$ cat src/sv/stramp_pkg.sv
`default_nettype none
package stramp_pkg;

    // command codes
    localparam logic [2:0] CMD_ABS  = 3'd0;
    localparam logic [2:0] CMD_REL  = 3'd1;
    localparam logic [2:0] CMD_STOP = 3'd2;
    localparam logic [2:0] CMD_SOFT = 3'd3;
    localparam logic [2:0] CMD_TICK = 3'd4;
    localparam logic [2:0] CMD_HOME = 3'd5;

    // ramp phases
    localparam logic [1:0] PH_IDLE  = 2'd0;
    localparam logic [1:0] PH_ACCEL = 2'd1;
    localparam logic [1:0] PH_CONST = 2'd2;
    localparam logic [1:0] PH_DECEL = 2'd3;

    // configuration register indexes
    localparam logic [1:0] REG_MAX_SPEED   = 2'd0;
    localparam logic [1:0] REG_ACCEL_RATE  = 2'd1;
    localparam logic [1:0] REG_MIN_SPEED   = 2'd2;
    localparam logic [1:0] REG_TIMER_CLOCK = 2'd3;

    localparam int CFG_W = 27;
    localparam logic [15:0] RST_MAX_SPEED   = 16'd2000;
    localparam logic [15:0] RST_ACCEL_RATE  = 16'd4000;
    localparam logic [15:0] RST_MIN_SPEED   = 16'd100;
    localparam logic [26:0] RST_TIMER_CLOCK = 27'd1000000;

    localparam logic [15:0] IV_MIN    = 16'd20;
    localparam logic [15:0] IV_MAX    = 16'd65535;
    localparam logic [15:0] IV_LIMIT  = 16'd65000;
    localparam logic [15:0] IV_DEC_LO = 16'd10;

    // shared divider size
    localparam int DIV_NW = 32;
    localparam int DIV_DW = 34;
    localparam logic [5:0] DIV_STEPS = 6'd32;

    // datapath operations
    localparam logic [4:0] OP_NONE     = 5'd0;
    localparam logic [4:0] OP_CAP      = 5'd1;
    localparam logic [4:0] OP_MV_DIFF  = 5'd2;
    localparam logic [4:0] OP_MUL_HI   = 5'd3;
    localparam logic [4:0] OP_MUL_LO   = 5'd4;
    localparam logic [4:0] OP_DIV      = 5'd5;
    localparam logic [4:0] OP_ACC_ZERO = 5'd6;
    localparam logic [4:0] OP_ACC_Q    = 5'd7;
    localparam logic [4:0] OP_MV_DP    = 5'd8;
    localparam logic [4:0] OP_MV_IV    = 5'd9;
    localparam logic [4:0] OP_STOP     = 5'd10;
    localparam logic [4:0] OP_SOFT     = 5'd11;
    localparam logic [4:0] OP_HOME     = 5'd12;
    localparam logic [4:0] OP_STEP     = 5'd13;
    localparam logic [4:0] OP_PD_C     = 5'd14;
    localparam logic [4:0] OP_PD_SUBQ  = 5'd15;
    localparam logic [4:0] OP_PD_Q     = 5'd16;
    localparam logic [4:0] OP_PD_INC   = 5'd17;
    localparam logic [4:0] OP_SPD_Q    = 5'd18;
    localparam logic [4:0] OP_SPD_ZERO = 5'd19;
    localparam logic [4:0] OP_TO_CONST = 5'd20;
    localparam logic [4:0] OP_TO_DECEL = 5'd21;
    localparam logic [4:0] OP_REM      = 5'd22;
    localparam logic [4:0] OP_SET_IV   = 5'd23;
    localparam logic [4:0] OP_OUT      = 5'd24;

    // divider operand selects
    localparam logic [2:0] DS_RAMP   = 3'd0;
    localparam logic [2:0] DS_TC_MIN = 3'd1;
    localparam logic [2:0] DS_TC_MAX = 3'd2;
    localparam logic [2:0] DS_TC_PD  = 3'd3;
    localparam logic [2:0] DS_DEC    = 3'd4;
    localparam logic [2:0] DS_INC    = 3'd5;

    typedef struct packed {
        logic [4:0] op;
        logic [2:0] dsel;
    } t_cmd;

    typedef struct packed {
        logic [2:0] cmd;
        logic       d_zero;
        logic       running;
        logic [1:0] phase;
        logic       hi_le_lo;
        logic       dec_ok;
        logic       pd_zero;
        logic       to_const;
        logic       rem_le1;
        logic       c_lt_lim;
        logic       rem_le_acc1;
        logic       spd_lt_min;
        logic       div_busy;
    } t_status;

    // clamp a timer count to the reload range
    function automatic logic [15:0] clamp_iv(input logic [31:0] v);
        logic [15:0] r;
        if (v < {16'd0, IV_MIN}) r = IV_MIN;
        else if (v > {16'd0, IV_MAX}) r = IV_MAX;
        else r = v[15:0];
        return r;
    endfunction

    function automatic logic [15:0] nz16(input logic [15:0] v);
        return (v == 16'd0) ? 16'd1 : v;
    endfunction

endpackage
`default_nettype wire

$ cat src/sv/stramp_div.sv
`default_nettype none
module stramp_div (
    input  wire logic                          i_clk,
    input  wire logic                          i_rst_n,
    input  wire logic                          i_start,
    input  wire logic [stramp_pkg::DIV_NW-1:0] i_num,
    input  wire logic [stramp_pkg::DIV_DW-1:0] i_den,
    output logic                               o_busy,
    output logic [stramp_pkg::DIV_NW-1:0]      o_quot
);

    logic                          r_busy;
    logic [5:0]                    r_cnt;
    logic [stramp_pkg::DIV_NW-1:0] r_num;
    logic [stramp_pkg::DIV_DW-1:0] r_den;
    logic [stramp_pkg::DIV_DW-1:0] r_rem;
    logic [stramp_pkg::DIV_DW:0]   trial;
    logic                          qbit;

    // one restoring step per cycle
    always_comb begin
        trial = {r_rem, r_num[stramp_pkg::DIV_NW-1]};
        qbit  = (trial >= {1'b0, r_den});
    end

    // control
    always_ff @(posedge i_clk) begin
        if (!i_rst_n) begin
            r_busy <= 1'b0;
            r_cnt  <= 6'd0;
        end else if (i_start) begin
            r_busy <= 1'b1;
            r_cnt  <= stramp_pkg::DIV_STEPS;
        end else if (r_busy) begin
            r_cnt <= r_cnt - 6'd1;
            if (r_cnt == 6'd1) r_busy <= 1'b0;
        end
    end

    // shift registers, quotient collects in r_num
    always_ff @(posedge i_clk) begin
        if (i_start) begin
            r_num <= i_num;
            r_den <= i_den;
            r_rem <= '0;
        end else if (r_busy) begin
            r_num <= {r_num[stramp_pkg::DIV_NW-2:0], qbit};
            if (qbit) r_rem <= trial[stramp_pkg::DIV_DW-1:0] - r_den;
            else      r_rem <= trial[stramp_pkg::DIV_DW-1:0];
        end
    end

    assign o_busy = r_busy;
    assign o_quot = r_num;

endmodule
`default_nettype wire

$ cat src/sv/stramp_dp.sv
`default_nettype none
module stramp_dp (
    input  wire logic                 i_clk,
    input  wire logic                 i_rst_n,
    input  wire logic                 i_cfg_wr_en,
    input  wire logic [1:0]           i_cfg_idx,
    input  wire logic [26:0]          i_cfg_wdata,
    input  wire logic [2:0]           i_cmd,
    input  wire logic signed [31:0]   i_move_value,
    input  wire stramp_pkg::t_cmd     i_ctl,
    output stramp_pkg::t_status       o_st,
    output logic                      o_step_pulse,
    output logic                      o_direction,
    output logic [15:0]               o_next_interval,
    output logic signed [31:0]        o_position_now,
    output logic                      o_is_running,
    output logic                      o_move_done
);

    logic [15:0] r_max, r_accr, r_min;
    logic [26:0] r_tc;
    logic [31:0] r_pos, r_tgt, r_steps, r_dp;
    logic [1:0]  r_phase;
    logic        r_run, r_dir;
    logic [15:0] r_iv;
    logic [2:0]  r_cmd;
    logic [31:0] r_val, r_mag, r_hi, r_lo, r_acc, r_rem;
    logic [26:0] r_pd, r_spd;
    logic        r_pulse, r_done;

    logic [31:0] tgt, pos_n, q, dist_abs;
    logic [32:0] d, d2, sum_iv;
    logic        div_start, div_busy;
    logic [stramp_pkg::DIV_NW-1:0] div_num;
    logic [stramp_pkg::DIV_DW-1:0] div_den;

    // move target and signed differences
    always_comb begin
        tgt      = (r_cmd == stramp_pkg::CMD_ABS) ? r_val : r_pos + r_val;
        d        = {tgt[31], tgt} - {r_pos[31], r_pos};
        d2       = {r_tgt[31], r_tgt} - {r_pos[31], r_pos};
        dist_abs = d2[32] ? 32'(-d2) : d2[31:0];
        pos_n    = r_dir ? r_pos - 32'd1 : r_pos + 32'd1;
        sum_iv   = {17'd0, r_iv} + {16'd0, q[16:0]};
    end

    // divider operand select
    always_comb begin
        div_start = (i_ctl.op == stramp_pkg::OP_DIV);
        case (i_ctl.dsel)
            stramp_pkg::DS_RAMP: begin
                div_num = r_hi - r_lo;
                div_den = {17'd0, stramp_pkg::nz16(r_accr), 1'b0};
            end
            stramp_pkg::DS_TC_MIN: begin
                div_num = {5'd0, r_tc};
                div_den = {18'd0, stramp_pkg::nz16(r_min)};
            end
            stramp_pkg::DS_TC_MAX: begin
                div_num = {5'd0, r_tc};
                div_den = {18'd0, stramp_pkg::nz16(r_max)};
            end
            stramp_pkg::DS_TC_PD: begin
                div_num = {5'd0, r_tc};
                div_den = {7'd0, r_pd};
            end
            stramp_pkg::DS_DEC: begin
                div_num = {15'd0, r_iv, 1'b0};
                div_den = {r_steps, 2'b01};
            end
            stramp_pkg::DS_INC: begin
                div_num = {15'd0, r_iv, 1'b0};
                div_den = {r_rem, 2'b01};
            end
            default: begin
                div_num = {5'd0, r_tc};
                div_den = {18'd0, stramp_pkg::nz16(r_min)};
            end
        endcase
    end

    stramp_div u_div (
        .i_clk   (i_clk),
        .i_rst_n (i_rst_n),
        .i_start (div_start),
        .i_num   (div_num),
        .i_den   (div_den),
        .o_busy  (div_busy),
        .o_quot  (q)
    );

    // status to the controller
    always_comb begin
        o_st.cmd         = r_cmd;
        o_st.d_zero      = (d == 33'd0);
        o_st.running     = r_run;
        o_st.phase       = r_phase;
        o_st.hi_le_lo    = (r_hi <= r_lo);
        o_st.dec_ok      = (r_steps != 32'd0) && (r_iv > stramp_pkg::IV_DEC_LO);
        o_st.pd_zero     = (r_pd == 27'd0);
        o_st.to_const    = ({5'd0, r_spd} >= {16'd0, r_max}) || (r_steps >= r_dp);
        o_st.rem_le1     = (r_rem <= 32'd1);
        o_st.c_lt_lim    = (r_iv < stramp_pkg::IV_LIMIT);
        o_st.rem_le_acc1 = ({1'b0, r_rem} <= ({1'b0, r_acc} + 33'd1));
        o_st.spd_lt_min  = ({5'd0, r_spd} < {16'd0, r_min}) ;
        o_st.div_busy    = div_busy;
    end

    // configuration registers
    always_ff @(posedge i_clk) begin
        if (!i_rst_n) begin
            r_max  <= stramp_pkg::RST_MAX_SPEED;
            r_accr <= stramp_pkg::RST_ACCEL_RATE;
            r_min  <= stramp_pkg::RST_MIN_SPEED;
            r_tc   <= stramp_pkg::RST_TIMER_CLOCK;
        end else if (i_cfg_wr_en) begin
            unique case (i_cfg_idx)
                stramp_pkg::REG_MAX_SPEED:   r_max  <= i_cfg_wdata[15:0];
                stramp_pkg::REG_ACCEL_RATE:  r_accr <= i_cfg_wdata[15:0];
                stramp_pkg::REG_MIN_SPEED:   r_min  <= i_cfg_wdata[15:0];
                stramp_pkg::REG_TIMER_CLOCK: r_tc   <= i_cfg_wdata;
                default: ;
            endcase
        end
    end

    // motion state
    always_ff @(posedge i_clk) begin
        if (!i_rst_n) begin
            r_pos   <= '0;
            r_tgt   <= '0;
            r_phase <= stramp_pkg::PH_IDLE;
            r_run   <= 1'b0;
            r_dir   <= 1'b0;
            r_steps <= '0;
            r_iv    <= stramp_pkg::IV_MAX;
            r_dp    <= '0;
        end else begin
            case (i_ctl.op)
                stramp_pkg::OP_MV_DIFF: begin
                    r_dir <= d[32];
                    r_tgt <= tgt;
                end
                stramp_pkg::OP_MV_DP: begin
                    if ({1'b0, r_mag} <= {r_acc, 1'b0}) r_dp <= {1'b0, r_mag[31:1]};
                    else r_dp <= r_mag - r_acc;
                end
                stramp_pkg::OP_MV_IV: begin
                    r_iv    <= stramp_pkg::clamp_iv(q);
                    r_phase <= stramp_pkg::PH_ACCEL;
                    r_run   <= 1'b1;
                    r_steps <= '0;
                end
                stramp_pkg::OP_STOP: begin
                    r_phase <= stramp_pkg::PH_IDLE;
                    r_run   <= 1'b0;
                end
                stramp_pkg::OP_SOFT: begin
                    if (r_run) begin
                        r_phase <= stramp_pkg::PH_DECEL;
                        r_dp    <= '0;
                    end
                end
                stramp_pkg::OP_HOME: begin
                    r_pos <= '0;
                    r_tgt <= '0;
                end
                stramp_pkg::OP_STEP: begin
                    r_pos   <= pos_n;
                    r_steps <= r_steps + 32'd1;
                    if (pos_n == r_tgt) begin
                        r_phase <= stramp_pkg::PH_IDLE;
                        r_run   <= 1'b0;
                    end
                end
                stramp_pkg::OP_TO_CONST: r_phase <= stramp_pkg::PH_CONST;
                stramp_pkg::OP_TO_DECEL: r_phase <= stramp_pkg::PH_DECEL;
                stramp_pkg::OP_SET_IV:   r_iv    <= stramp_pkg::clamp_iv({5'd0, r_pd});
                default: ;
            endcase
        end
    end

    // working registers
    always_ff @(posedge i_clk) begin
        case (i_ctl.op)
            stramp_pkg::OP_CAP: begin
                r_cmd   <= i_cmd;
                r_val   <= i_move_value;
                r_pulse <= 1'b0;
                r_done  <= 1'b0;
            end
            stramp_pkg::OP_MV_DIFF:  r_mag <= d[32] ? 32'(-d) : d[31:0];
            stramp_pkg::OP_MUL_HI:   r_hi  <= r_max * r_max;
            stramp_pkg::OP_MUL_LO:   r_lo  <= r_min * r_min;
            stramp_pkg::OP_ACC_ZERO: r_acc <= '0;
            stramp_pkg::OP_ACC_Q:    r_acc <= q;
            stramp_pkg::OP_STEP: begin
                r_pulse <= 1'b1;
                r_done  <= (pos_n == r_tgt);
            end
            stramp_pkg::OP_PD_C:     r_pd  <= {11'd0, r_iv};
            stramp_pkg::OP_PD_SUBQ: begin
                if (q < {16'd0, r_iv}) r_pd <= {11'd0, r_iv - q[15:0]};
            end
            stramp_pkg::OP_PD_Q:     r_pd  <= q[26:0];
            stramp_pkg::OP_PD_INC: begin
                if (sum_iv > {17'd0, stramp_pkg::IV_MAX}) r_pd <= {11'd0, stramp_pkg::IV_MAX};
                else r_pd <= sum_iv[26:0];
            end
            stramp_pkg::OP_SPD_Q:    r_spd <= q[26:0];
            stramp_pkg::OP_SPD_ZERO: r_spd <= '0;
            stramp_pkg::OP_REM:      r_rem <= dist_abs;
            default: ;
        endcase
    end

    // result register
    always_ff @(posedge i_clk) begin
        if (i_ctl.op == stramp_pkg::OP_OUT) begin
            o_step_pulse    <= r_pulse;
            o_direction     <= r_dir;
            o_next_interval <= r_iv;
            o_position_now  <= r_pos;
            o_is_running    <= r_run;
            o_move_done     <= r_done;
        end
    end

endmodule
`default_nettype wire

$ cat src/sv/stramp_ctrl.sv
`default_nettype none
module stramp_ctrl (
    input  wire logic                i_clk,
    input  wire logic                i_rst_n,
    input  wire logic                i_valid,
    output logic                     o_ready,
    output logic                     o_valid,
    input  wire logic                i_ready,
    input  wire stramp_pkg::t_status i_st,
    output stramp_pkg::t_cmd         o_ctl
);

    localparam logic [4:0] S_IDLE    = 5'd0;
    localparam logic [4:0] S_DISP    = 5'd1;
    localparam logic [4:0] S_RS_HI   = 5'd2;
    localparam logic [4:0] S_RS_LO   = 5'd3;
    localparam logic [4:0] S_RS_CHK  = 5'd4;
    localparam logic [4:0] S_RS_ACC  = 5'd5;
    localparam logic [4:0] S_MV_DP   = 5'd6;
    localparam logic [4:0] S_MV_IV0  = 5'd7;
    localparam logic [4:0] S_MV_IV1  = 5'd8;
    localparam logic [4:0] S_DWAIT   = 5'd9;
    localparam logic [4:0] S_TK_BR   = 5'd10;
    localparam logic [4:0] S_TK_PH   = 5'd11;
    localparam logic [4:0] S_AC_SUB  = 5'd12;
    localparam logic [4:0] S_SPD0    = 5'd13;
    localparam logic [4:0] S_SPD_Q   = 5'd14;
    localparam logic [4:0] S_SPD_CHK = 5'd15;
    localparam logic [4:0] S_CN_DIV  = 5'd16;
    localparam logic [4:0] S_PD_Q    = 5'd17;
    localparam logic [4:0] S_CN_PD   = 5'd18;
    localparam logic [4:0] S_CN_REM  = 5'd19;
    localparam logic [4:0] S_CN_CHK  = 5'd20;
    localparam logic [4:0] S_DC_BR   = 5'd21;
    localparam logic [4:0] S_DC_INC  = 5'd22;
    localparam logic [4:0] S_DC_PDQ  = 5'd23;
    localparam logic [4:0] S_SET_IV  = 5'd24;
    localparam logic [4:0] S_FIN     = 5'd25;

    logic [4:0] r_state, n_state;
    logic [4:0] r_ret, n_ret;
    logic       r_ctx, n_ctx;
    logic       r_ov, n_ov;

    // sequencer
    always_comb begin
        n_state    = r_state;
        n_ret      = r_ret;
        n_ctx      = r_ctx;
        n_ov       = r_ov & ~i_ready;
        o_ctl.op   = stramp_pkg::OP_NONE;
        o_ctl.dsel = stramp_pkg::DS_TC_MIN;
        unique case (r_state)
            S_IDLE: begin
                if (i_valid) begin
                    o_ctl.op = stramp_pkg::OP_CAP;
                    n_state  = S_DISP;
                end
            end
            S_DISP: begin
                unique case (i_st.cmd) inside
                    stramp_pkg::CMD_ABS, stramp_pkg::CMD_REL: begin
                        if (i_st.d_zero) begin
                            n_state = S_FIN;
                        end else begin
                            o_ctl.op = stramp_pkg::OP_MV_DIFF;
                            n_ctx    = 1'b0;
                            n_state  = S_RS_HI;
                        end
                    end
                    stramp_pkg::CMD_STOP: begin
                        o_ctl.op = stramp_pkg::OP_STOP;
                        n_state  = S_FIN;
                    end
                    stramp_pkg::CMD_SOFT: begin
                        o_ctl.op = stramp_pkg::OP_SOFT;
                        n_state  = S_FIN;
                    end
                    stramp_pkg::CMD_HOME: begin
                        o_ctl.op = stramp_pkg::OP_HOME;
                        n_state  = S_FIN;
                    end
                    stramp_pkg::CMD_TICK: begin
                        if (i_st.running) o_ctl.op = stramp_pkg::OP_STEP;
                        n_state = i_st.running ? S_TK_BR : S_FIN;
                    end
                    default: n_state = S_FIN;
                endcase
            end
            // ramp distance at cruise speed
            S_RS_HI: begin
                o_ctl.op = stramp_pkg::OP_MUL_HI;
                n_state  = S_RS_LO;
            end
            S_RS_LO: begin
                o_ctl.op = stramp_pkg::OP_MUL_LO;
                n_state  = S_RS_CHK;
            end
            S_RS_CHK: begin
                if (i_st.hi_le_lo) begin
                    o_ctl.op = stramp_pkg::OP_ACC_ZERO;
                    n_state  = r_ctx ? S_CN_CHK : S_MV_DP;
                end else begin
                    o_ctl.op   = stramp_pkg::OP_DIV;
                    o_ctl.dsel = stramp_pkg::DS_RAMP;
                    n_ret      = S_RS_ACC;
                    n_state    = S_DWAIT;
                end
            end
            S_RS_ACC: begin
                o_ctl.op = stramp_pkg::OP_ACC_Q;
                n_state  = r_ctx ? S_CN_CHK : S_MV_DP;
            end
            // move setup
            S_MV_DP: begin
                o_ctl.op = stramp_pkg::OP_MV_DP;
                n_state  = S_MV_IV0;
            end
            S_MV_IV0: begin
                o_ctl.op   = stramp_pkg::OP_DIV;
                o_ctl.dsel = stramp_pkg::DS_TC_MIN;
                n_ret      = S_MV_IV1;
                n_state    = S_DWAIT;
            end
            S_MV_IV1: begin
                o_ctl.op = stramp_pkg::OP_MV_IV;
                n_state  = S_FIN;
            end
            S_DWAIT: begin
                if (!i_st.div_busy) n_state = r_ret;
            end
            // tick
            S_TK_BR: begin
                if (i_st.running) begin
                    o_ctl.op = stramp_pkg::OP_PD_C;
                    n_state  = S_TK_PH;
                end else begin
                    n_state = S_FIN;
                end
            end
            S_TK_PH: begin
                unique case (i_st.phase)
                    stramp_pkg::PH_ACCEL: begin
                        if (i_st.dec_ok) begin
                            o_ctl.op   = stramp_pkg::OP_DIV;
                            o_ctl.dsel = stramp_pkg::DS_DEC;
                            n_ret      = S_AC_SUB;
                            n_state    = S_DWAIT;
                        end else begin
                            n_state = S_SPD0;
                        end
                    end
                    stramp_pkg::PH_CONST: begin
                        o_ctl.op   = stramp_pkg::OP_DIV;
                        o_ctl.dsel = stramp_pkg::DS_TC_MAX;
                        n_ret      = S_CN_PD;
                        n_state    = S_DWAIT;
                    end
                    stramp_pkg::PH_DECEL: begin
                        o_ctl.op = stramp_pkg::OP_REM;
                        n_state  = S_DC_BR;
                    end
                    default: n_state = S_SET_IV;
                endcase
            end
            S_AC_SUB: begin
                o_ctl.op = stramp_pkg::OP_PD_SUBQ;
                n_state  = S_SPD0;
            end
            // speed from the new interval
            S_SPD0: begin
                if (i_st.pd_zero) begin
                    o_ctl.op = stramp_pkg::OP_SPD_ZERO;
                    n_state  = S_SPD_CHK;
                end else begin
                    o_ctl.op   = stramp_pkg::OP_DIV;
                    o_ctl.dsel = stramp_pkg::DS_TC_PD;
                    n_ret      = S_SPD_Q;
                    n_state    = S_DWAIT;
                end
            end
            S_SPD_Q: begin
                o_ctl.op = stramp_pkg::OP_SPD_Q;
                n_state  = S_SPD_CHK;
            end
            S_SPD_CHK: begin
                if (i_st.phase == stramp_pkg::PH_ACCEL) begin
                    if (i_st.to_const) begin
                        o_ctl.op = stramp_pkg::OP_TO_CONST;
                        n_state  = S_CN_DIV;
                    end else begin
                        n_state = S_SET_IV;
                    end
                end else if (i_st.spd_lt_min) begin
                    o_ctl.op   = stramp_pkg::OP_DIV;
                    o_ctl.dsel = stramp_pkg::DS_TC_MIN;
                    n_ret      = S_PD_Q;
                    n_state    = S_DWAIT;
                end else begin
                    n_state = S_SET_IV;
                end
            end
            S_CN_DIV: begin
                o_ctl.op   = stramp_pkg::OP_DIV;
                o_ctl.dsel = stramp_pkg::DS_TC_MAX;
                n_ret      = S_PD_Q;
                n_state    = S_DWAIT;
            end
            S_PD_Q: begin
                o_ctl.op = stramp_pkg::OP_PD_Q;
                n_state  = S_SET_IV;
            end
            // cruise
            S_CN_PD: begin
                o_ctl.op = stramp_pkg::OP_PD_Q;
                n_state  = S_CN_REM;
            end
            S_CN_REM: begin
                o_ctl.op = stramp_pkg::OP_REM;
                n_ctx    = 1'b1;
                n_state  = S_RS_HI;
            end
            S_CN_CHK: begin
                if (i_st.rem_le_acc1) o_ctl.op = stramp_pkg::OP_TO_DECEL;
                n_state = S_SET_IV;
            end
            // deceleration
            S_DC_BR: begin
                if (i_st.rem_le1) begin
                    o_ctl.op   = stramp_pkg::OP_DIV;
                    o_ctl.dsel = stramp_pkg::DS_TC_MIN;
                    n_ret      = S_DC_PDQ;
                    n_state    = S_DWAIT;
                end else if (i_st.c_lt_lim) begin
                    o_ctl.op   = stramp_pkg::OP_DIV;
                    o_ctl.dsel = stramp_pkg::DS_INC;
                    n_ret      = S_DC_INC;
                    n_state    = S_DWAIT;
                end else begin
                    n_state = S_SPD0;
                end
            end
            S_DC_INC: begin
                o_ctl.op = stramp_pkg::OP_PD_INC;
                n_state  = S_SPD0;
            end
            S_DC_PDQ: begin
                o_ctl.op = stramp_pkg::OP_PD_Q;
                n_state  = S_SPD0;
            end
            S_SET_IV: begin
                o_ctl.op = stramp_pkg::OP_SET_IV;
                n_state  = S_FIN;
            end
            // hand the result to the output register
            S_FIN: begin
                if (!r_ov || i_ready) begin
                    o_ctl.op = stramp_pkg::OP_OUT;
                    n_ov     = 1'b1;
                    n_state  = S_IDLE;
                end
            end
            default: n_state = S_IDLE;
        endcase
    end

    always_ff @(posedge i_clk) begin
        if (!i_rst_n) begin
            r_state <= S_IDLE;
            r_ret   <= S_IDLE;
            r_ctx   <= 1'b0;
            r_ov    <= 1'b0;
        end else begin
            r_state <= n_state;
            r_ret   <= n_ret;
            r_ctx   <= n_ctx;
            r_ov    <= n_ov;
        end
    end

    assign o_ready = (r_state == S_IDLE);
    assign o_valid = r_ov;

endmodule
`default_nettype wire

$ cat src/sv/stepper_trapezoid_ramp_core.sv
`default_nettype none
// Trapezoidal stepper ramp generator, linear speed ramp with interval recurrences.
// Input channel (i_valid/o_ready) carries one request: i_cmd and i_move_value.
// Commands: absolute move, relative move, hard stop, soft stop, timer tick,
// set home. Every request gives exactly one result on the output channel
// (o_valid/i_ready): step pulse, direction, next timer reload, position,
// running flag and move-done flag.
// Configuration is a plain write port (i_cfg_wr_en, i_cfg_idx, i_cfg_wdata)
// for max speed, acceleration, min speed and timer clock; write it when idle.
// One request is worked on at a time. A move or a running tick that does not
// reach the target uses the shared 32-step restoring divider up to three times;
// stop, soft stop, set home, idle ticks, moves to the current position and a
// tick that reaches the target do not use the divider at all.
// A finished result sits in the output register; the next request is taken
// while it waits, but the block holds its next result until the receiver
// takes the previous one. Synchronous reset restores the register defaults,
// position zero, idle phase and a reload of 65535; no clearing pass.
module stepper_trapezoid_ramp_core (
    input  wire logic               i_clk,
    input  wire logic               i_rst_n,
    input  wire logic               i_cfg_wr_en,
    input  wire logic [1:0]         i_cfg_idx,
    input  wire logic [26:0]        i_cfg_wdata,
    input  wire logic               i_valid,
    output logic                    o_ready,
    input  wire logic [2:0]         i_cmd,
    input  wire logic signed [31:0] i_move_value,
    output logic                    o_valid,
    input  wire logic               i_ready,
    output logic                    o_step_pulse,
    output logic                    o_direction,
    output logic [15:0]             o_next_interval,
    output logic signed [31:0]      o_position_now,
    output logic                    o_is_running,
    output logic                    o_move_done
);

    stramp_pkg::t_cmd    ctl;
    stramp_pkg::t_status st;

    // sequencer
    stramp_ctrl u_ctrl (
        .i_clk   (i_clk),
        .i_rst_n (i_rst_n),
        .i_valid (i_valid),
        .o_ready (o_ready),
        .o_valid (o_valid),
        .i_ready (i_ready),
        .i_st    (st),
        .o_ctl   (ctl)
    );

    // arithmetic and motion state
    stramp_dp u_dp (
        .i_clk           (i_clk),
        .i_rst_n         (i_rst_n),
        .i_cfg_wr_en     (i_cfg_wr_en),
        .i_cfg_idx       (i_cfg_idx),
        .i_cfg_wdata     (i_cfg_wdata),
        .i_cmd           (i_cmd),
        .i_move_value    (i_move_value),
        .i_ctl           (ctl),
        .o_st            (st),
        .o_step_pulse    (o_step_pulse),
        .o_direction     (o_direction),
        .o_next_interval (o_next_interval),
        .o_position_now  (o_position_now),
        .o_is_running    (o_is_running),
        .o_move_done     (o_move_done)
    );

endmodule
`default_nettype wire

$ cat config.mk
export PLATFORM = sky130hd
export DESIGN_NAME = stepper_trapezoid_ramp_core
export DESIGN_NICKNAME = d
export VERILOG_FILES = /design/src/sv/stramp_pkg.sv /design/src/sv/stramp_div.sv /design/src/sv/stramp_dp.sv /design/src/sv/stramp_ctrl.sv /design/src/sv/stepper_trapezoid_ramp_core.sv
export SDC_FILE = /design/constraint.sdc
export NUM_CORES = 2
export LEC_CHECK = 0
export BUFFER_PORTS_ARGS = -buffer_cell sky130_fd_sc_hd__clkbuf_2
export CORE_ASPECT_RATIO = 0.75
export CORE_MARGIN = 2
export CORE_UTILIZATION = 30
export DETAILED_ROUTE_END_ITERATION = 6
export GPL_ROUTABILITY_DRIVEN = 0
export SETUP_SLACK_MARGIN = 0.4
export SKIP_LAST_GASP = 1
export SYNTH_ARGS = -nofsm -noshare
export SYNTH_HDL_FRONTEND = slang
export SYNTH_SLANG_ARGS = --single-unit
$ cat constraint.sdc
create_clock -name i_clk -period 9.6 [get_ports i_clk]
set_clock_uncertainty 0.1 [all_clocks]
set_input_delay 2.88 -clock i_clk [delete_from_list [all_inputs] [get_ports i_clk]]
set_output_delay 2.88 -clock i_clk [all_outputs]
set_load 0.005 [all_outputs]
# After elaboration in Yosys (flattened, before gate mapping)

Cells that the tools add are included.

Bitwise operators: 3
Equal/unequal tests: 81
Order comparisons: 16
Add/sub/neg operators: 15
Multipliers: 2
Reductions and logical operators: 47
Multiplexer cells: 94

Operators by type and width:

| kind                  | count |
|---|---|
| $pmux 32 s2           | 6 |
| $mux 32               | 8 |
| $pmux 34 s5           | 1 |
| $mux 16               | 7 |
| $mux 5                | 22 |
| $pmux 5 s22           | 1 |
| $pmux 27 s4           | 1 |
| $pmux 5 s21           | 1 |
| $eq 5x5->1 const B    | 19 |
| $eq 5x4->1 const B    | 16 |
| $le 32x33->1          | 2 |
| $sub 32x32->33        | 2 |
| $add 32x1->32 const B | 2 |
| $mul 16x16->32        | 2 |
| $neg 32->32           | 2 |
| $sub 32x32->32        | 2 |
| $mux 27               | 2 |
| $pmux 27 s2           | 1 |
| $logic_not 16->1      | 3 |
| $eq 5x3->1 const B    | 8 |
| $ge 35x34->1          | 1 |
| $pmux 5 s7            | 1 |
| $mux 34               | 1 |
| $sub 34x34->34        | 1 |
| other kinds (68)      | 146 |

Flip-flop bits (word level): 645

# Longest topological paths before layout

Word-level depth: 10
Depth in mapped cells: 29

# Modules after synthesis

Synthesis repeated with hierarchy kept, for this count alone.

Cells, all modules: 6979
Area total of the unflattened synthesis: 60524.3 um^2

Modules (own cells, without submodules):

| module      | area an instance (um^2) | cells each | sequential area each (um^2) | instances |
|---|---|---|---|---|
| stramp_dp   | 52584.2                 | 6098       | 13503.0                     | 1 |
| stramp_div  | 6128.4                  | 624        | 2802.7                      | 1 |
| stramp_ctrl | 1811.7                  | 257        | 240.2                       | 1 |

# Least setup slack after synthesis

Ideal clock, no wire load.

Path type: input to register
From: in i_ready
To: reg u_dp.u_div.r_num, in the netlist u_dp.u_div.o_quot[14] (data pin)
Slack: 2.085 ns
Stages: 8
Required time: 9.237 ns
Setup time: 0.263 ns
Arrival: 7.152 ns
Cell sequence: nor2b_1 -> nor2_1 -> nor4_1 -> nand2_1 -> a21oi_1 -> nand4_1 -> clkinv_1 -> mux2_2

Word-level cells in the longest chain between the ends: 5

RTL lines:

| element              | line                              | RTL |
|---|---|---|
| start, declared      | stepper_trapezoid_ramp_core.sv:29 | `input wire logic i_ready,` |
| $logic_or 1x1->1     | stramp_ctrl.sv:257                | `if (!r_ov \|\| i_ready) begin` |
| $mux 5               | stramp_ctrl.sv:257                |  |
| $pmux 5 s22          | stramp_ctrl.sv:53                 | `unique case (r_state)` |
| $eq 5x3->1           | stramp_dp.sv:49                   | `div_start = (i_ctl.op == stramp_pkg::OP_DIV);` |
| $mux 32              | stramp_div.sv:42                  | `if (i_start) begin` |
| end signal, assigned | stramp_div.sv:43                  | `r_num <= i_num;` |
| end signal, assigned | stramp_div.sv:47                  | `r_num <= {r_num[stramp_pkg::DIV_NW-2:0], qbit};` |
| end, declared        | stramp_div.sv:14                  | `logic [stramp_pkg::DIV_NW-1:0] r_num;` |

No other way between the ends.
A chain may end at the register's enable or synchronous reset.

# Final worst setup path

From: reg u_dp.r_min[4]
To: reg u_dp.r_lo[31] (data pin)

Word-level cells in the longest chain between the ends: 1

RTL lines:

| element                | line             | RTL |
|---|---|---|
| start, declared        | stramp_dp.sv:20  | `logic [15:0] r_max, r_accr, r_min;` |
| start signal, assigned | stramp_dp.sv:114 | `r_min <= stramp_pkg::RST_MIN_SPEED;` |
| start signal, assigned | stramp_dp.sv:120 | `stramp_pkg::REG_MIN_SPEED: r_min <= i_cfg_wdata[15:0];` |
| $mul 16x16->32         | stramp_dp.sv:195 | `stramp_pkg::OP_MUL_LO: r_lo <= r_min * r_min;` |
| end signal, assigned   | stramp_dp.sv:195 |  |
| end, declared          | stramp_dp.sv:27  | `logic [31:0] r_val, r_mag, r_hi, r_lo, r_acc, r_rem;` |

No other way between the ends.

==> results.toml <==
[run_status]
status = "finished with violations"
violations = "DRC"

[cts]
clk_latency_ns = 0.70
cts_buffers = 78
clkSinkCount = 643
cts_resized = 0
hold_buffers = 0
path_clk_slew_ns = 0.07
cts_tree = "yes"
ctsLongestPathBuffers = 3
cts_setup_buffers = 0
cts-root-buf = "clkbuf_16"
htreeDepth = 3

[sta]
finalCritPeriodShare_pct = 80.85
worst_slew_pin_slew_ns = 1.279
report.final.slew_viol_count = 0
fmax_mhz = 128.8
hold_viol = 0
min_period_ns = 7.761
setup_viol = 0
rsz0062_at_grt = "no"
setup_tns_ns = 0
max-slew-margin-rel_pct = 14.44

[grt]
antenna_found_initial = 9
overflow = 0
grt_start_max_net_pins = 76
grt_usage_pct = 19.44
grt_pass1_wl_mm = 305.9
first_global_vias = 49540

[floorplan]
die_h_microns = 389.2
io_pins = 123
die-area_sq_mm = 0.2014
die_w_microns = 517.6
coreArea_sq_mm = 0.1967
rows = 141
initial_core_util_pct = 30.17

[drt]
viasPerCell = 5.475
drt-initial-drc-count = 6272
wl_per_cell_microns = 21.20
drc = 12
via_count = 52000
dr.pass1.iters = 7
drt-total-wl_mm = 201.4
drtAntennaViolNets = 0

[logic_synthesis]
synth_common_cells = "inv_1 (722), nand2_1 (687), ha_1 (605)"
synth_ff_type = "edfxtp_1"
avgSynthCellArea_sq_um = 8.765
synth_fp_nets = 7782
synth-seq-cells = 643
yosys.cell_count.top_type = "inv_1"
synth_edf_count = 367
netlist_area_sq_mm = 0.05935
yosysWarningCount = 0
yosys.area.top_type_share_pct = 18.57
synthCells = 6771
synth_top_cell_by_area = "edfxtp_1"
ys_seq_area_share_pct = 27.88
async_flop_share_pct = 0
netlist_top_cells_area = "edfxtp_1 (19%), ha_1 (13%), fa_1 (11%)"
ys_types = 94

[power]
power_density_mw_per_mm2 = 293.2
p_leak_nw = 29.34
irDropWorstVdd_mv = 0.2852

[layout]
drive_gt1_share_pct = 6.394
areaGrowthSynthToFinish_pct = 10.48
num-nets-final = 7797
postLayoutCellArea_sq_mm = 0.06557
fin_cells = 9497
reg.largest.list = "u_dp.u_div.r_den (34), u_dp.u_div.r_rem (34)"

[setup_path]
endpoint_kind = "flip-flop"
required_ns = 9.94
crit_type = "flip-flop to flip-flop"
crit_arrival_ns = 8.10
critPathMaxFanout = 13
startpoint_type = "flip-flop"

[run]
max_cap_violations = 0

[place]
placement.io_buffers = 122
post-dp-hpwl_mm = 158.2
dp.cells = 9351
place_area_sq_mm = 0.06288

[worst_hold_path]
min_path_type = "flip-flop to flip-flop"
worst max-delay path: stages (launching register included):
cell      delay [ns]
dfxtp_1         0.64
clkinv_1        0.57
nor2_1          0.39
fa_1            0.46
inv_1           0.09
fa_1            0.43
fa_1            0.51
inv_1           0.05
fa_1            0.48
inv_1           0.06
fa_1            0.55
inv_1           0.07
fa_1            0.50
ha_1            0.40
a21oi_1         0.20
a21oi_1         0.14
o41ai_1         0.57
a21oi_1         0.24
nand4_1         0.21
a211oi_1        0.10
a211o_1         0.30
o41ai_1         0.31
xnor2_1         0.13
metrics by stage:
| stage | power [mW] | worst slack [ns] | hold slack (ns) | util (%) |
|---|---|---|---|---|
| 5_1_grt | 20.61 | 1.371 | 0.3349 | 33.33 |
| 2_1_floorplan | 12.71 | 2.085 | 0.3003 | - |
| 3_3_place_gp | 15.67 | 2.029 | 0.3125 | 31.96 |
| 6_report | 19.22 | 1.839 | 0.3246 | 33.33 |
| 4_1_cts | 19.08 | 1.976 | 0.3264 | 33.33 |
| 3_5_place_dp | 15.86 | 2.041 | 0.3114 | 31.96 |
report_power, final:
part           switching (mW)  internal, mW
Sequential              0.592          3.96
Clock                    1.30          1.84
Combinational            7.12          4.40
final timing paths:
check,to,startpoint,cells past startpoint,slack [ns]
worst min register to register,u_dp.o_move_done,u_dp.r_done,0,0.32
worst min-delay path,u_dp.o_move_done,u_dp.r_done,0,0.32
worst max register to register,u_dp.r_lo[31],u_dp.r_min[4],22,1.84
worst max-delay path,u_dp.r_lo[31],u_dp.r_min[4],22,1.84
metal layers:
layer / up-vias / part of all wire (%) / track usage [%]
li1: 23860 / - / -
met2: 2486 / 41 / 28.35
met5: - / 0.028 / 0
met1: 25280 / 45 / 28.48
met4: 8 / 3.1 / 6.118
met3: 369 / 11 / 3.950
cells in the final DEF, fill, tap and decap left out, drive strengths merged, types with 28 or more instances in the layout:
master  count
inv       732
nand2     687
ha        605
nor2      543
a21oi     466
edfxtp    367
o21ai     348
fa        337
dfxtp     276
xnor2     240
clkbuf    235
a21o      159
nand3     132
nor3      130
xor2      111
and3       95
and2       94
nand4      79
nor4       74
buf        71
a31oi      68
nand2b     67
a22oi      65
mux2i      63
o21a       62
nor2b      60
a211oi     53
o211ai     44
o21bai     41
or2        40
or3        38
o31ai      32
mux2       30
clkinv     28
area by class of cell:
type,count,area (sq um)
Multi-Input combinational cell,5131,39100
Clock inverter,30,379.1
Fill cell,20180,131100
Antenna cell,2,5.005
Timing Repair Buffer,192,1136
Sequential cell,643,16550
Inverter,740,2780
Tap cell,2645,3309
Clock buffer,114,2305
cell families (layout without fill, tap and decap cells):
family	Yosys count	after routing	synth area share, %
adder cells (fa/ha/maj)	942	942	24.12
multiplexers	93	93	1.632
other	0	2	0
buffers and inverters	997	1076	6.384
AO/OA/AOI/OAI	1631	1631	17.86
XOR/XNOR	355	355	5.332
AND/OR/NAND/NOR	2110	2110	16.79
flip-flops	643	643	27.88
Note: power is estimated with default switching activity, not from simulation.
